===== config.mk =====
export PLATFORM = sky130hd
export DESIGN_NAME = adts_aac_frame_deframer
export DESIGN_NICKNAME = d
export VERILOG_FILES = /design/src/rtl/aafd_pkg.sv /design/src/rtl/aafd_front.sv /design/src/rtl/aafd_queue.sv /design/src/rtl/aafd_back.sv /design/src/rtl/adts_aac_frame_deframer.sv
export SDC_FILE = /design/constraint.sdc
export NUM_CORES = 1
export LEC_CHECK = 0
export BUFFER_PORTS_ARGS = -buffer_cell sky130_fd_sc_hd__buf_4
export CORE_MARGIN = 3
export CORE_UTILIZATION = 40
export DETAILED_ROUTE_END_ITERATION = 8
export PLACE_DENSITY = 0.61
export SLEW_MARGIN = 0
export SYNTH_ARGS = -nofsm -noshare
export SYNTH_HDL_FRONTEND = slang
export SYNTH_SLANG_ARGS = --single-unit

===== constraint.sdc =====
create_clock -name clk -period 3.29 [get_ports clk]
set_input_delay 0.658 -clock clk [delete_from_list [all_inputs] [get_ports clk]]
set_output_delay 0.658 -clock clk [all_outputs]
set_load 0.02 [all_outputs]

===== src/rtl/aafd_pkg.sv =====
// ADTS deframer shared package: queue sizing, queue entry type, header constants.
// No dependencies; imported by the front end, queue, output stage and top level.
package aafd_pkg;

  localparam int unsigned QueueDepth = 2;
  localparam int unsigned QPtrW      = (QueueDepth > 1) ? $clog2(QueueDepth) : 1;
  localparam int unsigned QCntW      = $clog2(QueueDepth + 1);

  localparam logic [7:0]  SyncByte   = 8'hFF;
  localparam logic [3:0]  SyncNibble = 4'hF;
  localparam logic [12:0] HdrBytes   = 13'd7;

  localparam logic [2:0] PosRate  = 3'd2;
  localparam logic [2:0] PosLenHi = 3'd3;
  localparam logic [2:0] PosLenMd = 3'd4;
  localparam logic [2:0] PosLenLo = 3'd5;
  localparam logic [2:0] PosLast  = 3'd6;

  typedef struct packed {
    logic [7:0]  payload_byte;
    logic [3:0]  rate_index;
    logic [2:0]  channel_config;
    logic [12:0] payload_length;
    logic        last_of_frame;
  } entry_t;

endpackage


===== src/rtl/aafd_front.sv =====
// ADTS deframer front end: sync hunt, header capture, payload tagging.
// Depends on aafd_pkg; pushes tagged payload beats into aafd_queue.
module aafd_front
  import aafd_pkg::*;
(
  input  logic       clk,
  input  logic       rst,
  input  logic       in_valid,
  output logic       in_ready,
  input  logic [7:0] data_byte,
  input  logic       q_full,
  output logic       push,
  output entry_t     push_entry
);

  typedef enum logic [1:0] {
    HUNT,
    HEADER,
    PAYLOAD
  } state_t;

  state_t      state;
  logic        prev_was_ff;
  logic [2:0]  header_pos;
  logic [3:0]  held_rate;
  logic [2:0]  held_ch;
  logic [12:0] frame_len;
  logic [12:0] plen;
  logic [12:0] bytes_left;
  logic        accept;
  logic        last;

  assign in_ready = !q_full;
  assign accept   = in_valid && in_ready;
  assign last     = (bytes_left <= 13'd1);
  assign push     = accept && (state == PAYLOAD);

  assign push_entry.payload_byte   = data_byte;
  assign push_entry.rate_index     = held_rate;
  assign push_entry.channel_config = held_ch;
  assign push_entry.payload_length = plen;
  assign push_entry.last_of_frame  = last;

  always_ff @(posedge clk) begin
    if (rst) begin
      state       <= HUNT;
      prev_was_ff <= 1'b0;
      header_pos  <= 3'd0;
      held_rate   <= 4'd0;
      held_ch     <= 3'd0;
      frame_len   <= 13'd0;
      plen        <= 13'd0;
      bytes_left  <= 13'd0;
    end else if (accept) begin
      case (state)
        HEADER: begin
          case (header_pos)
            PosRate: begin
              held_rate <= data_byte[5:2];
              held_ch   <= {data_byte[0], 2'b00};
            end
            PosLenHi: begin
              held_ch   <= {held_ch[2], data_byte[7:6]};
              frame_len <= {data_byte[1:0], 11'd0};
            end
            PosLenMd: frame_len <= {frame_len[12:11], data_byte, 3'd0};
            PosLenLo: frame_len <= {frame_len[12:3], data_byte[7:5]};
            default: ;
          endcase
          if (header_pos >= PosLast) begin
            header_pos  <= 3'd0;
            prev_was_ff <= 1'b0;
            if (frame_len <= HdrBytes) begin
              state <= HUNT;
            end else begin
              state      <= PAYLOAD;
              bytes_left <= frame_len - HdrBytes;
              plen       <= frame_len - HdrBytes;
            end
          end else begin
            header_pos <= header_pos + 3'd1;
          end
        end
        PAYLOAD: begin
          if (last) begin
            bytes_left  <= 13'd0;
            state       <= HUNT;
            prev_was_ff <= 1'b0;
            header_pos  <= 3'd0;
          end else begin
            bytes_left <= bytes_left - 13'd1;
          end
        end
        default: begin
          if (prev_was_ff && (data_byte[7:4] == SyncNibble)) begin
            state       <= HEADER;
            header_pos  <= PosRate;
            prev_was_ff <= 1'b0;
          end else begin
            state       <= HUNT;
            prev_was_ff <= (data_byte == SyncByte);
          end
        end
      endcase
    end
  end

endmodule


===== src/rtl/aafd_queue.sv =====
// ADTS deframer beat queue between front end and output stage.
// Depends on aafd_pkg (entry_t, QueueDepth); small register FIFO.
module aafd_queue
  import aafd_pkg::*;
(
  input  logic   clk,
  input  logic   rst,
  input  logic   push,
  input  entry_t push_entry,
  input  logic   pop,
  output entry_t head,
  output logic   full,
  output logic   empty
);

  entry_t           mem [QueueDepth];
  logic [QPtrW-1:0] wr_ptr;
  logic [QPtrW-1:0] rd_ptr;
  logic [QCntW-1:0] count;
  logic             do_push;
  logic             do_pop;

  assign full    = (count == QCntW'(QueueDepth));
  assign empty   = (count == '0);
  assign do_push = push && !full;
  assign do_pop  = pop && !empty;
  assign head    = mem[rd_ptr];

  always_ff @(posedge clk) begin
    if (do_push) begin
      mem[wr_ptr] <= push_entry;
    end
  end

  always_ff @(posedge clk) begin
    if (rst) begin
      wr_ptr <= '0;
      rd_ptr <= '0;
      count  <= '0;
    end else begin
      if (do_push) begin
        wr_ptr <= (wr_ptr == QPtrW'(QueueDepth - 1)) ? '0 : wr_ptr + 1'b1;
      end
      if (do_pop) begin
        rd_ptr <= (rd_ptr == QPtrW'(QueueDepth - 1)) ? '0 : rd_ptr + 1'b1;
      end
      case ({do_push, do_pop})
        2'b10:   count <= count + 1'b1;
        2'b01:   count <= count - 1'b1;
        default: count <= count;
      endcase
    end
  end

endmodule


===== src/rtl/aafd_back.sv =====
// ADTS deframer output stage: registered result beat fed from the queue.
// Depends on aafd_pkg (entry_t).
module aafd_back
  import aafd_pkg::*;
(
  input  logic        clk,
  input  logic        rst,
  input  entry_t      head,
  input  logic        q_empty,
  output logic        pop,
  output logic        out_valid,
  input  logic        out_ready,
  output logic [7:0]  payload_byte,
  output logic [3:0]  rate_index,
  output logic [2:0]  channel_config,
  output logic [12:0] payload_length,
  output logic        last_of_frame
);

  entry_t held;

  assign pop = !q_empty && (!out_valid || out_ready);

  always_ff @(posedge clk) begin
    if (rst) begin
      out_valid <= 1'b0;
    end else if (pop) begin
      out_valid <= 1'b1;
    end else if (out_ready) begin
      out_valid <= 1'b0;
    end
  end

  always_ff @(posedge clk) begin
    if (pop) begin
      held <= head;
    end
  end

  assign payload_byte   = held.payload_byte;
  assign rate_index     = held.rate_index;
  assign channel_config = held.channel_config;
  assign payload_length = held.payload_length;
  assign last_of_frame  = held.last_of_frame;

endmodule


===== src/rtl/adts_aac_frame_deframer.sv =====
// ADTS AAC deframer top level: front end, beat queue, output stage.
// Depends on aafd_pkg, aafd_front, aafd_queue, aafd_back.
//
//  channel | handshake            | payload
//  --------+----------------------+------------------------------------------
//  input   | in_valid / in_ready  | data_byte
//  output  | out_valid / out_ready| payload_byte, rate_index, channel_config,
//          |                      | payload_length, last_of_frame
//
// One byte per clock while in_ready is high; each payload byte is written into the
// queue at the accepting edge and loaded into the output register once that is free.
// The two-entry queue sets stall behavior: in_ready drops only while it is
// full, so header and hunt bytes keep flowing during short output stalls.
// Synchronous reset returns the parser to sync hunt and empties the queue.
module adts_aac_frame_deframer
  import aafd_pkg::*;
(
  input  logic        clk,
  input  logic        rst,
  input  logic        in_valid,
  output logic        in_ready,
  input  logic [7:0]  data_byte,
  output logic        out_valid,
  input  logic        out_ready,
  output logic [7:0]  payload_byte,
  output logic [3:0]  rate_index,
  output logic [2:0]  channel_config,
  output logic [12:0] payload_length,
  output logic        last_of_frame
);

  entry_t push_entry;
  entry_t head;
  logic   push;
  logic   pop;
  logic   q_full;
  logic   q_empty;

  aafd_front u_front (
    .clk        (clk),
    .rst        (rst),
    .in_valid   (in_valid),
    .in_ready   (in_ready),
    .data_byte  (data_byte),
    .q_full     (q_full),
    .push       (push),
    .push_entry (push_entry)
  );

  aafd_queue u_queue (
    .clk        (clk),
    .rst        (rst),
    .push       (push),
    .push_entry (push_entry),
    .pop        (pop),
    .head       (head),
    .full       (q_full),
    .empty      (q_empty)
  );

  aafd_back u_back (
    .clk            (clk),
    .rst            (rst),
    .head           (head),
    .q_empty        (q_empty),
    .pop            (pop),
    .out_valid      (out_valid),
    .out_ready      (out_ready),
    .payload_byte   (payload_byte),
    .rate_index     (rate_index),
    .channel_config (channel_config),
    .payload_length (payload_length),
    .last_of_frame  (last_of_frame)
  );

endmodule


# Word-level counts from Yosys, hierarchy flattened
# Memories as Yosys holds them, arrays and structs flattened. A register that Yosys moved wholly into a read port is not among the register bits.
# Index checks and enable logic that the tools add are counted.
[totals]
reg_bits = 57
mem_bits_rw = 58
in_bits = 12
output_inout_bits = 31
word_cells = 98
memories = 1
[mem_list]
columns = ["name", "words", "width", "read_ports", "rd_clocked_by_memory_dff", "write_ports", "line_no", "source"]
rows = [
  ["u_queue.mem", 2, 29, 1, 1, 1, "aafd_queue.sv:16", "entry_t mem [QueueDepth];"],
]
[op_classes]
n_addsub = 7
n_lt_le_gt_ge = 3
n_eq_ne = 14
muxes = 26
n_bitwise = 4
reduce_logical = 28
[op_table]
columns = ["cell", "count"]
rows = [
  ["13-bit two-way mux", 3],
  ["13-bit case mux with 3 select lines", 1],
  ["13-bit case mux with 2 select lines", 1],
  ["4-bit AND reduction", 4],
  ["3-bit AND reduction", 5],
  ["13-bit by 1-bit less-or-equal comparator with 1-bit output, second input constant", 1],
  ["13-bit by 3-bit less-or-equal comparator with 1-bit output, second input constant", 1],
  ["13-bit by 1-bit subtractor with 13-bit output, second input constant", 1],
  ["13-bit by 3-bit subtractor with 13-bit output, second input constant", 1],
  ["3-bit case mux with 2 select lines", 2],
  ["1-bit two-way mux", 10],
  ["2-bit nonzero test", 5],
  ["3-bit two-way mux", 3],
  ["8-bit == test, second input constant", 1],
  ["2-bit case mux with 2 select lines", 2],
  ["2-bit == test, second input constant", 3],
  ["3-bit by 2-bit == test with 1-bit output, second input constant", 2],
  ["3-bit == test, second input constant", 2],
  ["1-bit logical AND", 6],
  ["2-bit two-way mux", 3],
  ["3-bit nonzero test", 2],
  ["5-bit AND reduction", 1],
  ["2-bit by 1-bit == test with 1-bit output, second input constant", 2],
  ["4-bit == test, second input constant", 1],
  ["12 further kinds", 19],
]

# Longest topological paths before layout
# Gate-level depths: netlist of run 1.
[depth]
depth_word = 7
depth_mapped = 9
depth_no_buf = 8

# Cells and area by module
# A second synthesis of run 1 with hierarchy kept.
[unflattened]
cells_unflattened = 488
hier_area_um2 = 6155.9
[by_module_without_submodules]
columns = ["module", "n_inst", "cells_each", "area_per_inst_um2", "seq_area_each_um2"]
rows = [
  ["aafd_front", 1, 339, 2921.6, 1041.0],
  ["aafd_queue", 1, 116, 2307.2, 1841.8],
  ["aafd_back", 1, 33, 927.1, 890.9],
]

# Worst setup path after synthesis of run 1
# Ideal clock, no wire load.
[synth_path]
path_type = "reg-to-reg"
start = "register u_queue.count[1]"
end = "memory u_queue.mem[0][0] in the netlist's numbering, enable pin"
setup_ns = 0.415
t_arrival_ns = 2.469
required_time_ns = 2.875
path_slack_ns = 0.406
path_stages_with_launch = 7
n_path_buf = 1
period_less_slack_ns = 2.884
cell_sequence = "dfxtp_1 nor2b_2 inv_1 and2_1 clkbuf_1 nand2_1 nor2_1"
[synth_via]
elab_chain_len = 7
[synth_rtl]
columns = ["item", "line_no", "source"]
rows = [
  ["start: declaration", "aafd_queue.sv:19", "logic [QCntW-1:0] count;"],
  ["start signal: assignment", "aafd_queue.sv:48", "2'b10: count <= count + 1'b1;"],
  ["start signal: assignment", "aafd_queue.sv:49", "2'b01: count <= count - 1'b1;"],
  ["start signal: assignment", "aafd_queue.sv:50", "default: count <= count;"],
  ["2-bit == test *", "aafd_queue.sv:23", "assign full = (count == QCntW'(QueueDepth));"],
  ["1-bit zero test *", "aafd_front.sv:33", "assign in_ready = !q_full;"],
  ["via in_ready", "adts_aac_frame_deframer.sv:21", "output logic in_ready,"],
  ["1-bit logical AND", "aafd_front.sv:34", "assign accept = in_valid && in_ready;"],
  ["1-bit logical AND", "aafd_front.sv:36", "assign push = accept && (state == PAYLOAD);"],
  ["1-bit logical AND *", "aafd_queue.sv:25", "assign do_push = push && !full;"],
  ["1-bit two-way mux *", "aafd_queue.sv:30", "if (do_push) begin"],
  ["1-bit two-way mux (not written as such) *", "aafd_queue.sv:31", "mem[wr_ptr] <= push_entry;"],
  ["end: declaration", "aafd_queue.sv:16", ""],
]
# The timed path passes the listed nets; every way through them passes the cells marked *.

# Worst setup path after layout of run 1
[layout_path]
start = "register u_front.frame_len[0]"
end = "register u_front.plen[1]"
[layout_via]
elab_chain_len = 3
word_cells_on_any_way = 4
cone_classes = "add/sub: 1; order compare: 1; bitwise: 1; reduce/logical: 1"
[layout_rtl]
columns = ["item", "line_no", "source"]
rows = [
  ["start: declaration", "aafd_front.sv:27", "logic [12:0] frame_len;"],
  ["start signal: assignment", "aafd_front.sv:64", "frame_len <= {data_byte[1:0], 11'd0};"],
  ["start signal: assignment", "aafd_front.sv:66", "PosLenMd: frame_len <= {frame_len[12:11], data_byte, 3'd0};"],
  ["start signal: assignment", "aafd_front.sv:67", "PosLenLo: frame_len <= {frame_len[12:3], data_byte[7:5]};"],
  ["13-bit by 3-bit less-or-equal comparator with 1-bit output", "aafd_front.sv:73", "if (frame_len <= HdrBytes) begin"],
  ["1-bit inverter (no source line)", "n/a", ""],
  ["4-bit AND reduction (no source line)", "n/a", ""],
  ["end signal: assignment", "aafd_front.sv:78", "plen <= frame_len - HdrBytes;"],
  ["end: declaration", "aafd_front.sv:28", "logic [12:0] plen;"],
]
# Several ways; a longest one is shown, not always the timed one.
# A chain may end at the register's enable or synchronous reset.

==> results of run 1 <==
## per-stage QoR
| step | total power [mW] | setup slack (ns) | util |
|---|---|---|---|
| global placement | 2.43 | 1.09 | 0.448 |
| floorplan | 2.29 | 0.406 | - |
| CTS | 4.38 | 0.982 | 0.488 |
| detailed placement | 2.44 | 0.982 | 0.448 |
| global route | 4.49 | 0.787 | 0.488 |
| finish | 4.33 | 0.986 | 0.488 |
## synthesized netlist by cell type, types with 3 or more instances
library cell                n  area share
sky130_fd_sc_hd__mux2i_1    7       0.011
sky130_fd_sc_hd__inv_1     13      0.0080
sky130_fd_sc_hd__or3_1      3      0.0031
sky130_fd_sc_hd__and2_1     4      0.0041
sky130_fd_sc_hd__xor2_1     6      0.0086
sky130_fd_sc_hd__nand4b_1   5      0.0072
sky130_fd_sc_hd__edfxtp_1  87        0.43
sky130_fd_sc_hd__buf_2      4      0.0033
sky130_fd_sc_hd__xnor2_1    9       0.013
sky130_fd_sc_hd__nand3_1   24       0.020
sky130_fd_sc_hd__ha_1      11       0.022
sky130_fd_sc_hd__a31oi_1    6      0.0061
sky130_fd_sc_hd__a211oi_1   8      0.0098
sky130_fd_sc_hd__o32ai_1    7       0.010
sky130_fd_sc_hd__nor2b_1    3      0.0031
sky130_fd_sc_hd__nor2_1    36       0.022
sky130_fd_sc_hd__and3_1     4      0.0041
sky130_fd_sc_hd__dfxtp_1   57        0.19
sky130_fd_sc_hd__buf_6      3      0.0055
sky130_fd_sc_hd__nand4_1    6      0.0061
sky130_fd_sc_hd__clkbuf_1  11      0.0067
sky130_fd_sc_hd__nor3_1     4      0.0033
sky130_fd_sc_hd__and4_1     3      0.0043
sky130_fd_sc_hd__nand2b_1   3      0.0031
sky130_fd_sc_hd__mux2_2    30       0.055
sky130_fd_sc_hd__o21ai_0   12      0.0098
sky130_fd_sc_hd__a22oi_1    3      0.0037
sky130_fd_sc_hd__nor4_1     4      0.0041
sky130_fd_sc_hd__nand2_1   43       0.026
sky130_fd_sc_hd__a21oi_1   27       0.022
## sequential cells by signal, summed over array words and instances (netlist names), 4 cells and up
| signal | flops |
|---|---|
| u_back.payload_byte | 8 |
| u_back.payload_length | 13 |
| u_back.rate_index | 4 |
| u_front.bytes_left | 13 |
| u_front.frame_len | 13 |
| u_front.held_rate | 4 |
| u_front.plen | 13 |
| u_queue.mem | 58 |
## power by group through the flow
stage / Sequential (mW) / Clock (mW) / Combinational (mW)
6_report: 2.01 / 1.94 / 0.381
5_1_grt: 2.02 / 2.06 / 0.411
4_1_cts: 2.01 / 1.98 / 0.389
3_5_place_dp: 2.05 / 0 / 0.387
3_3_place_gp: 2.05 / 0 / 0.383
2_1_floorplan: 2.12 / 0 / 0.175
## layout by cell type, fill, tap and decap left out, drive strengths merged, types with 3 or more instances in the layout
cell type | synthesis | final
edfxtp | 87 | 87
dfxtp | 57 | 57
buf | 9 | 48
nand2 | 43 | 43
nor2 | 36 | 36
mux2 | 30 | 30
a21oi | 30 | 30
nand3 | 24 | 24
clkbuf | 11 | 19
inv | 14 | 17
o21ai | 13 | 13
ha | 11 | 11
a211oi | 10 | 10
xnor2 | 9 | 9
mux2i | 7 | 7
o32ai | 7 | 7
nand4 | 7 | 7
nor4 | 7 | 7
xor2 | 6 | 6
a31oi | 6 | 6
clkinv | 0 | 6
nand4b | 5 | 5
nor3 | 5 | 5
and2 | 4 | 4
and3 | 4 | 4
nor2b | 4 | 4
nand2b | 3 | 3
and4 | 3 | 3
or3 | 3 | 3
a22oi | 3 | 3
bufinv | 0 | 3
## worst max-delay path: stages (launching register included)
cell and delay, ns:
sky130_fd_sc_hd__dfxtp_1 0.35, sky130_fd_sc_hd__ha_1 0.28, sky130_fd_sc_hd__nand4b_1 0.26, sky130_fd_sc_hd__nand4_4 0.18, sky130_fd_sc_hd__nor3b_4 0.78, sky130_fd_sc_hd__mux2i_1 0.27
sky130_fd_sc_hd__nor2_1 0.06
## worst max path at each step
| stage | depth (start not counted) | from | slack (ns) | endpoint |
|---|---|---|---|---|
| finish | 6 | u_front.frame_len[0] | 0.99 | u_front.plen[1] |
| global route | 6 | u_front.frame_len[0] | 0.79 | u_front.plen[9] |
| CTS | 6 | u_front.frame_len[0] | 0.98 | u_front.plen[1] |
| detailed placement | 6 | u_front.frame_len[0] | 0.98 | u_front.plen[1] |
| global placement | 6 | u_front.frame_len[0] | 1.09 | u_front.plen[10] |
| floorplan | 6 | u_queue.count[1] | 0.41 | u_queue.mem[0][0] |
## cells by family (layout without fill, tap and decap cells)
kind of cell | count (synthesis) | count (layout) | synth area share
XOR/XNOR | 15 | 15 | 0.0215
AND/OR/NAND/NOR | 156 | 156 | 0.140
flip-flops | 144 | 144 | 0.613
adder cells (fa/ha/maj) | 11 | 11 | 0.0225
AO/OA/AOI/OAI | 93 | 93 | 0.110
multiplexers | 37 | 37 | 0.0667
buffers and inverters | 34 | 94 | 0.0254
## layer usage
metal,vias up,wire length [um],global-route usage
met2,105,5930,0.237
li1,1956,-,-
met5,-,0,0
met1,1904,5640,0.210
met4,0,156,0.0672
met3,15,736,0.0396
## cell type report
type / count / area (um2)
Tap cell: 184 / 230
Multi-Input combinational cell: 312 / 2210
Fill cell: 1309 / 7550
Clock buffer: 19 / 433
Inverter: 14 / 52.6
Clock inverter: 13 / 161
Sequential cell: 144 / 3750
Timing Repair Buffer: 48 / 360
==> qor.yml, run 1 <==
logic_synthesis:
  synthesized_area_per_cell_um2: 12.5
  synth_register_bits: 144
  syn-num-nets: 513
  synth-seq-area-share: 0.613
  synthArstFlopShare: 0
  netlist_instances: 490
  mappedNetlistArea_um2: 6120
  yosys_most_used_dff: "sky130_fd_sc_hd__edfxtp_1"
  yosys.cell_types.count: 63
  synth_warnings: 0
  edff_count_synth: 87
sta:
  post-route-period-util: 0.700
  setup_total_negative_slack_ns: 0
  fin_worst_hold_slack_ns: 0.456
  tightest_slew_ns: 0.907
  unrepaired_setup_endpoints_after_global_routing: "false"
  fin_crit_ns: 2.30
  drv_slew: 0
  finalSetupViolations: 0
  fmaxAchievable_ghz: 0.434
  fin_worst_skew_ns: 0.0136
  timing.slew.headroom: 0.395
  number_of_hold_violations_in_the_final_report: 0
drt:
  route.vias.total: 3980
  drt_drc: 0
  detail_route.iter0.violations: 269
  avgViaCountPerCell: 5.42
  wirelength_um: 12500
  routedWlPerCell_um: 17.0
  drt_pass1_iterations: 5
  final_antenna_net_count: 0
min_path:
  holdCritPathClass: "in -> reg"
  timing.hold.worst_endpoint: "u_queue.mem[0][25]"
  holdPathStages: 1
  min-delay-start: "data_byte[4]"
power:
  p_comb_frac: 0.088
  internal_power_mw: 3.34
  sw_frac_of_total: 0.229
  static-leakage-power_nw: 2.60
  pd_cells_nw_per_um2: 602
  net_switching_component_of_the_power_mw: 0.994
  power.share.sequential: 0.464
  largest_vdd_supply_drop_mv: 0.335
  clockPowerShare: 0.448
clocking:
  cts_sinks: 144
  clock_tree.htree_level_count: 4
  ctsLongestPathBuffers: 2
  post-cts-setup-buffer-count: 0
  insertion_delay_ns: 0.43
  cts_tree: "built"
  cts.clk_slew.worst_paths_ns: 0.06
  hold_buffers: 0
  clock-root-buffer: "sky130_fd_sc_hd__clkbuf_16"
  post_cts.resized_instances: 0
  cts-buffers-inserted: 17
placement:
  gp_congestion: 0.895
  dpl.cell_count: 702
  placed_area_um2: 6610
  port_buffers: 42
  dpl.hpwl_um: 8390
outcome:
  status: "completed"
critical_path:
  critical_path_required_ns: 3.58
  setup.reg_to_reg.worst_slack_ns: 0.99
  reg2regPathDepth: 6
  regToRegStartpoint: "u_front.frame_len[0]"
  timing.critical_path.to_type: "flop"
  worst-setup-path-type: "reg -> reg"
  maximum_fanout_along_the_worst_path: 21
  critical_path_arrival_ns: 2.60
  worstReg2RegEnd: "u_front.plen[1]"
  worst_setup_path_start_kind: "flop"
grt:
  globalRouteOverflowTotal: 0
  first_global_vias: 3898
  antenna_found_initial: 0
  maximum_number_of_pins_on_one_net_before_global_route_repair: 56
  wire_length_of_the_first_global_routing_pass_um: 20100
  globalRouteTotalUtil: 0.155
floorplan:
  fp.dieArea_um2: 16800
  core_area_um2: 14800
  std_cell_rows: 44
  initial_utilization: 0.415
  fp.dieH_um: 130
  top_level_ports: 43
  die_w_um: 130
final_layout:
  final_standard_cell_area_without_fillers_um2: 7200
  finish.cell_count_without_fillers: 734
  antenna-diode-count: 0
  layout-drive-gt1-share: 0.233
  area_growth_pct: 17.7
  final_net_count: 560
run:
  maxCapViolations: 0
No activity file was read; power rests on OpenSTA's default activity.
==> run 2, diff against run 1 <==
- ABC_AREA: default -> 1
- clock period: 3.29 -> 2.4 ns (I/O delays scaled with it)
==> run 2 against run 1 <==
  * Via count rose by 13%
  * Global-route usage rose by 0.12 points
  * Die area rose by 2.4%
  * Critical path depth rose by 2
  * Combinational power rose to 8.0 times the previous value
  * Sequential power rose by 71%
  * Routed wire length rose by 2.2%
  * Area after synthesis rose by 2.5%
  * Sequential share of layout area fell by 1.6 points
  * Setup slack got worse by 0.38 ns
  * Power rose by 110%
  * Hold slack got worse by 0.18 ns
  * Largest cell class unchanged
  * Largest power group unchanged
==> qor.yml, run 2 <==
outcome:
  status: "completed"
min_path:
  min-delay-start: "data_byte[2]"
  timing.hold.worst_endpoint: "u_queue.mem[1][23]"
  holdCritPathClass: "in -> reg"
  holdPathStages: 1
clocking:
  post-cts-setup-buffer-count: 0
  cts.clk_slew.worst_paths_ns: 0.06
  ctsLongestPathBuffers: 2
  insertion_delay_ns: 0.42
  hold_buffers: 0
  post_cts.resized_instances: 0
  cts-buffers-inserted: 17
  cts_tree: "built"
  clock_tree.htree_level_count: 4
  cts_sinks: 144
  clock-root-buffer: "sky130_fd_sc_hd__clkbuf_16"
drt:
  wirelength_um: 12700
  drt_drc: 0
  avgViaCountPerCell: 4.69
  final_antenna_net_count: 0
  route.vias.total: 4500
  detail_route.iter0.violations: 321
  drt_pass1_iterations: 4
  routedWlPerCell_um: 13.3
logic_synthesis:
  synth_warnings: 0
  synth_top_area_share: 0.417
  synth_register_bits: 144
  synth-seq-area-share: 0.598
  netlist_top_cells_area: "sky130_fd_sc_hd__edfxtp_1 (42%), sky130_fd_sc_hd__dfxtp_1 (18%), sky130_fd_sc_hd__nand2_1 (13%)"
  synthArstFlopShare: 0
  synthesized_area_per_cell_um2: 9.12
  yosys_most_used_dff: "sky130_fd_sc_hd__edfxtp_1"
  edff_count_synth: 87
  netlist_instances: 688
  dominant_cell_by_count_in_the_synthesized_netlist: "sky130_fd_sc_hd__nand2_1"
  yosys.cell_types.count: 32
  mappedNetlistArea_um2: 6270
  most_area_hungry_cell_type_in_the_yosys_netlist: "sky130_fd_sc_hd__edfxtp_1"
  ys_top_cells_by_count: "sky130_fd_sc_hd__nand2_1 (214), sky130_fd_sc_hd__nor2_1 (119), sky130_fd_sc_hd__edfxtp_1 (87), sky130_fd_sc_hd__dfxtp_1 (57), sky130_fd_sc_hd__inv_1 (45)"
  syn-num-nets: 711
placement:
  gp_congestion: 0.884
  dpl.hpwl_um: 8940
  port_buffers: 42
  post-place-ws_ns: 0.577
sta:
  number_of_hold_violations_in_the_final_report: 0
  timing.slew.headroom: 0.389
  fin_worst_hold_slack_ns: 0.278
  fin_crit_ns: 1.80
  fin_worst_skew_ns: 0.00813
  post-route-period-util: 0.748
  finalSetupViolations: 0
  fmaxAchievable_ghz: 0.557
  tightest_slew_ns: 0.916
  drv_slew: 0
  unrepaired_setup_endpoints_after_global_routing: "false"
  setup_slack_ns: 0.604
floorplan:
  initial_utilization: 0.411
  die_w_um: 131
  fp.dieArea_um2: 17200
  fp.dieH_um: 131
  std_cell_rows: 45
  top_level_ports: 43
  core_area_um2: 15300
power:
  largest_vdd_supply_drop_mv: 0.691
  static-leakage-power_nw: 3.22
  pd_cells_nw_per_um2: 1240
critical_path:
  timing.critical_path.to_type: "flop"
  regToRegStartpoint: "u_front.state[1]"
  worstReg2RegEnd: "u_front.plen[9]"
  reg2regPathDepth: 8
  worst-setup-path-type: "reg -> reg"
  critical_path_arrival_ns: 2.14
  critical_path_required_ns: 2.75
  maximum_fanout_along_the_worst_path: 15
  setup.reg_to_reg.worst_slack_ns: 0.60
  worst_setup_path_start_kind: "flop"
final_layout:
  layout.cells.most_common_list: "sky130_fd_sc_hd__nand2_1 (214), sky130_fd_sc_hd__nor2_1 (116), sky130_fd_sc_hd__edfxtp_1 (87)"
  largest-register: "u_queue.mem"
  number_of_flip_flops_in_the_largest_register: 58
  final_net_count: 759
  fillers: 1426
  area_growth_pct: 18.6
  layout.cells.most_common: "sky130_fd_sc_hd__nand2_1"
  layout-drive-gt1-share: 0.148
  antenna-diode-count: 0
grt:
  first_global_vias: 4453
  globalRouteTotalUtil: 0.156
  wire_length_of_the_first_global_routing_pass_um: 21800
  maximum_number_of_pins_on_one_net_before_global_route_repair: 42
  globalRouteOverflowTotal: 0
  antenna_found_initial: 0
run:
  maxCapViolations: 0
-- run 2: changes by cell type in the layout (fill, tap and decap cells not counted), sizes merged, moves of 4 or more --
cell,change
nand2,+185
nor2,+89
inv,+33
mux2,-30
o21ai,+23
a21oi,-8
mux2i,-7
nor4,-7
o32ai,-7
xnor2,-7
a31oi,-6
nand4b,-5
nand4,-4
nor2b,-4
-- run 2: cells by family (layout without fill, tap and decap cells) --
family                   after synthesis  in the layout  share of synthesized area
flip-flops                           144            144                      0.598
XOR/XNOR                               9              9                     0.0126
adder cells (fa/ha/maj)               11             11                     0.0219
buffers and inverters                 66            127                     0.0431
AO/OA/AOI/OAI                         69             69                     0.0606
AND/OR/NAND/NOR                      389            389                      0.263
-- run 2: area by class of cell --
| type | count | area (um2) | area share |
|---|---|---|---|
| Clock buffer | 19 | 443 | 0.0595 |
| Inverter | 48 | 180 | 0.0242 |
| Clock inverter | 13 | 184 | 0.0247 |
| Sequential cell | 144 | 3750 | 0.505 |
| Timing Repair Buffer | 47 | 353 | 0.0474 |
| Tap cell | 211 | 264 | 0.0355 |
| Multi-Input combinational cell | 478 | 2260 | 0.304 |
-- run 2: where the power goes --
group	leakage, nW	internal [mW]	switching [mW]
combinational	1.58	1.03	2.01
sequential	1.32	3.21	0.223
clock	0.311	1.77	0.990
total	3.22	6.01	3.22
-- run 2: worst max-delay path by stage --
stage                                start           endpoint  slack, ns
after CTS                 u_front.state[1]    u_front.plen[9]       0.60
final                     u_front.state[1]    u_front.plen[9]       0.60
after global routing      u_front.state[1]   u_front.plen[11]       0.42
after floorplan           u_queue.count[0]  u_queue.mem[0][0]      -0.17
after detailed placement          in_valid   u_queue.count[1]       0.58
after global placement            in_valid   u_queue.count[1]       0.59
-- run 2: layer usage --
layer,share of wire,up-vias,global-route usage
met4,0.018,0,0.0578
met2,0.47,60,0.251
met5,0,-,0
met1,0.47,2087,0.207
met3,0.038,20,0.0387
li1,-,2333,-
-- run 2: critical path: stages (launching register included) --
cell                      delay, ns
sky130_fd_sc_hd__dfxtp_1       0.31
sky130_fd_sc_hd__inv_1         0.07
sky130_fd_sc_hd__ha_1          0.33
sky130_fd_sc_hd__inv_2         0.12
sky130_fd_sc_hd__nor2_8        0.19
sky130_fd_sc_hd__nand4_4       0.24
sky130_fd_sc_hd__inv_2         0.26
sky130_fd_sc_hd__nand2_1       0.08
sky130_fd_sc_hd__a21oi_1       0.13
-- run 2: through the flow --
stage / instances / utilization / setup TNS (ns) / power, mW / instance area (um2)
2_1_floorplan: 688 / - / -9.75 / 5.62 / 6270
3_3_place_gp: 928 / 0.446 / 0 / 6.48 / 6810
3_5_place_dp: 928 / 0.446 / 0 / 6.55 / 6810
4_1_cts: 960 / 0.487 / 0 / 9.33 / 7440
5_1_grt: 960 / 0.487 / 0 / 9.88 / 7440
6_report: 960 / 0.487 / 0 / 9.23 / 7440
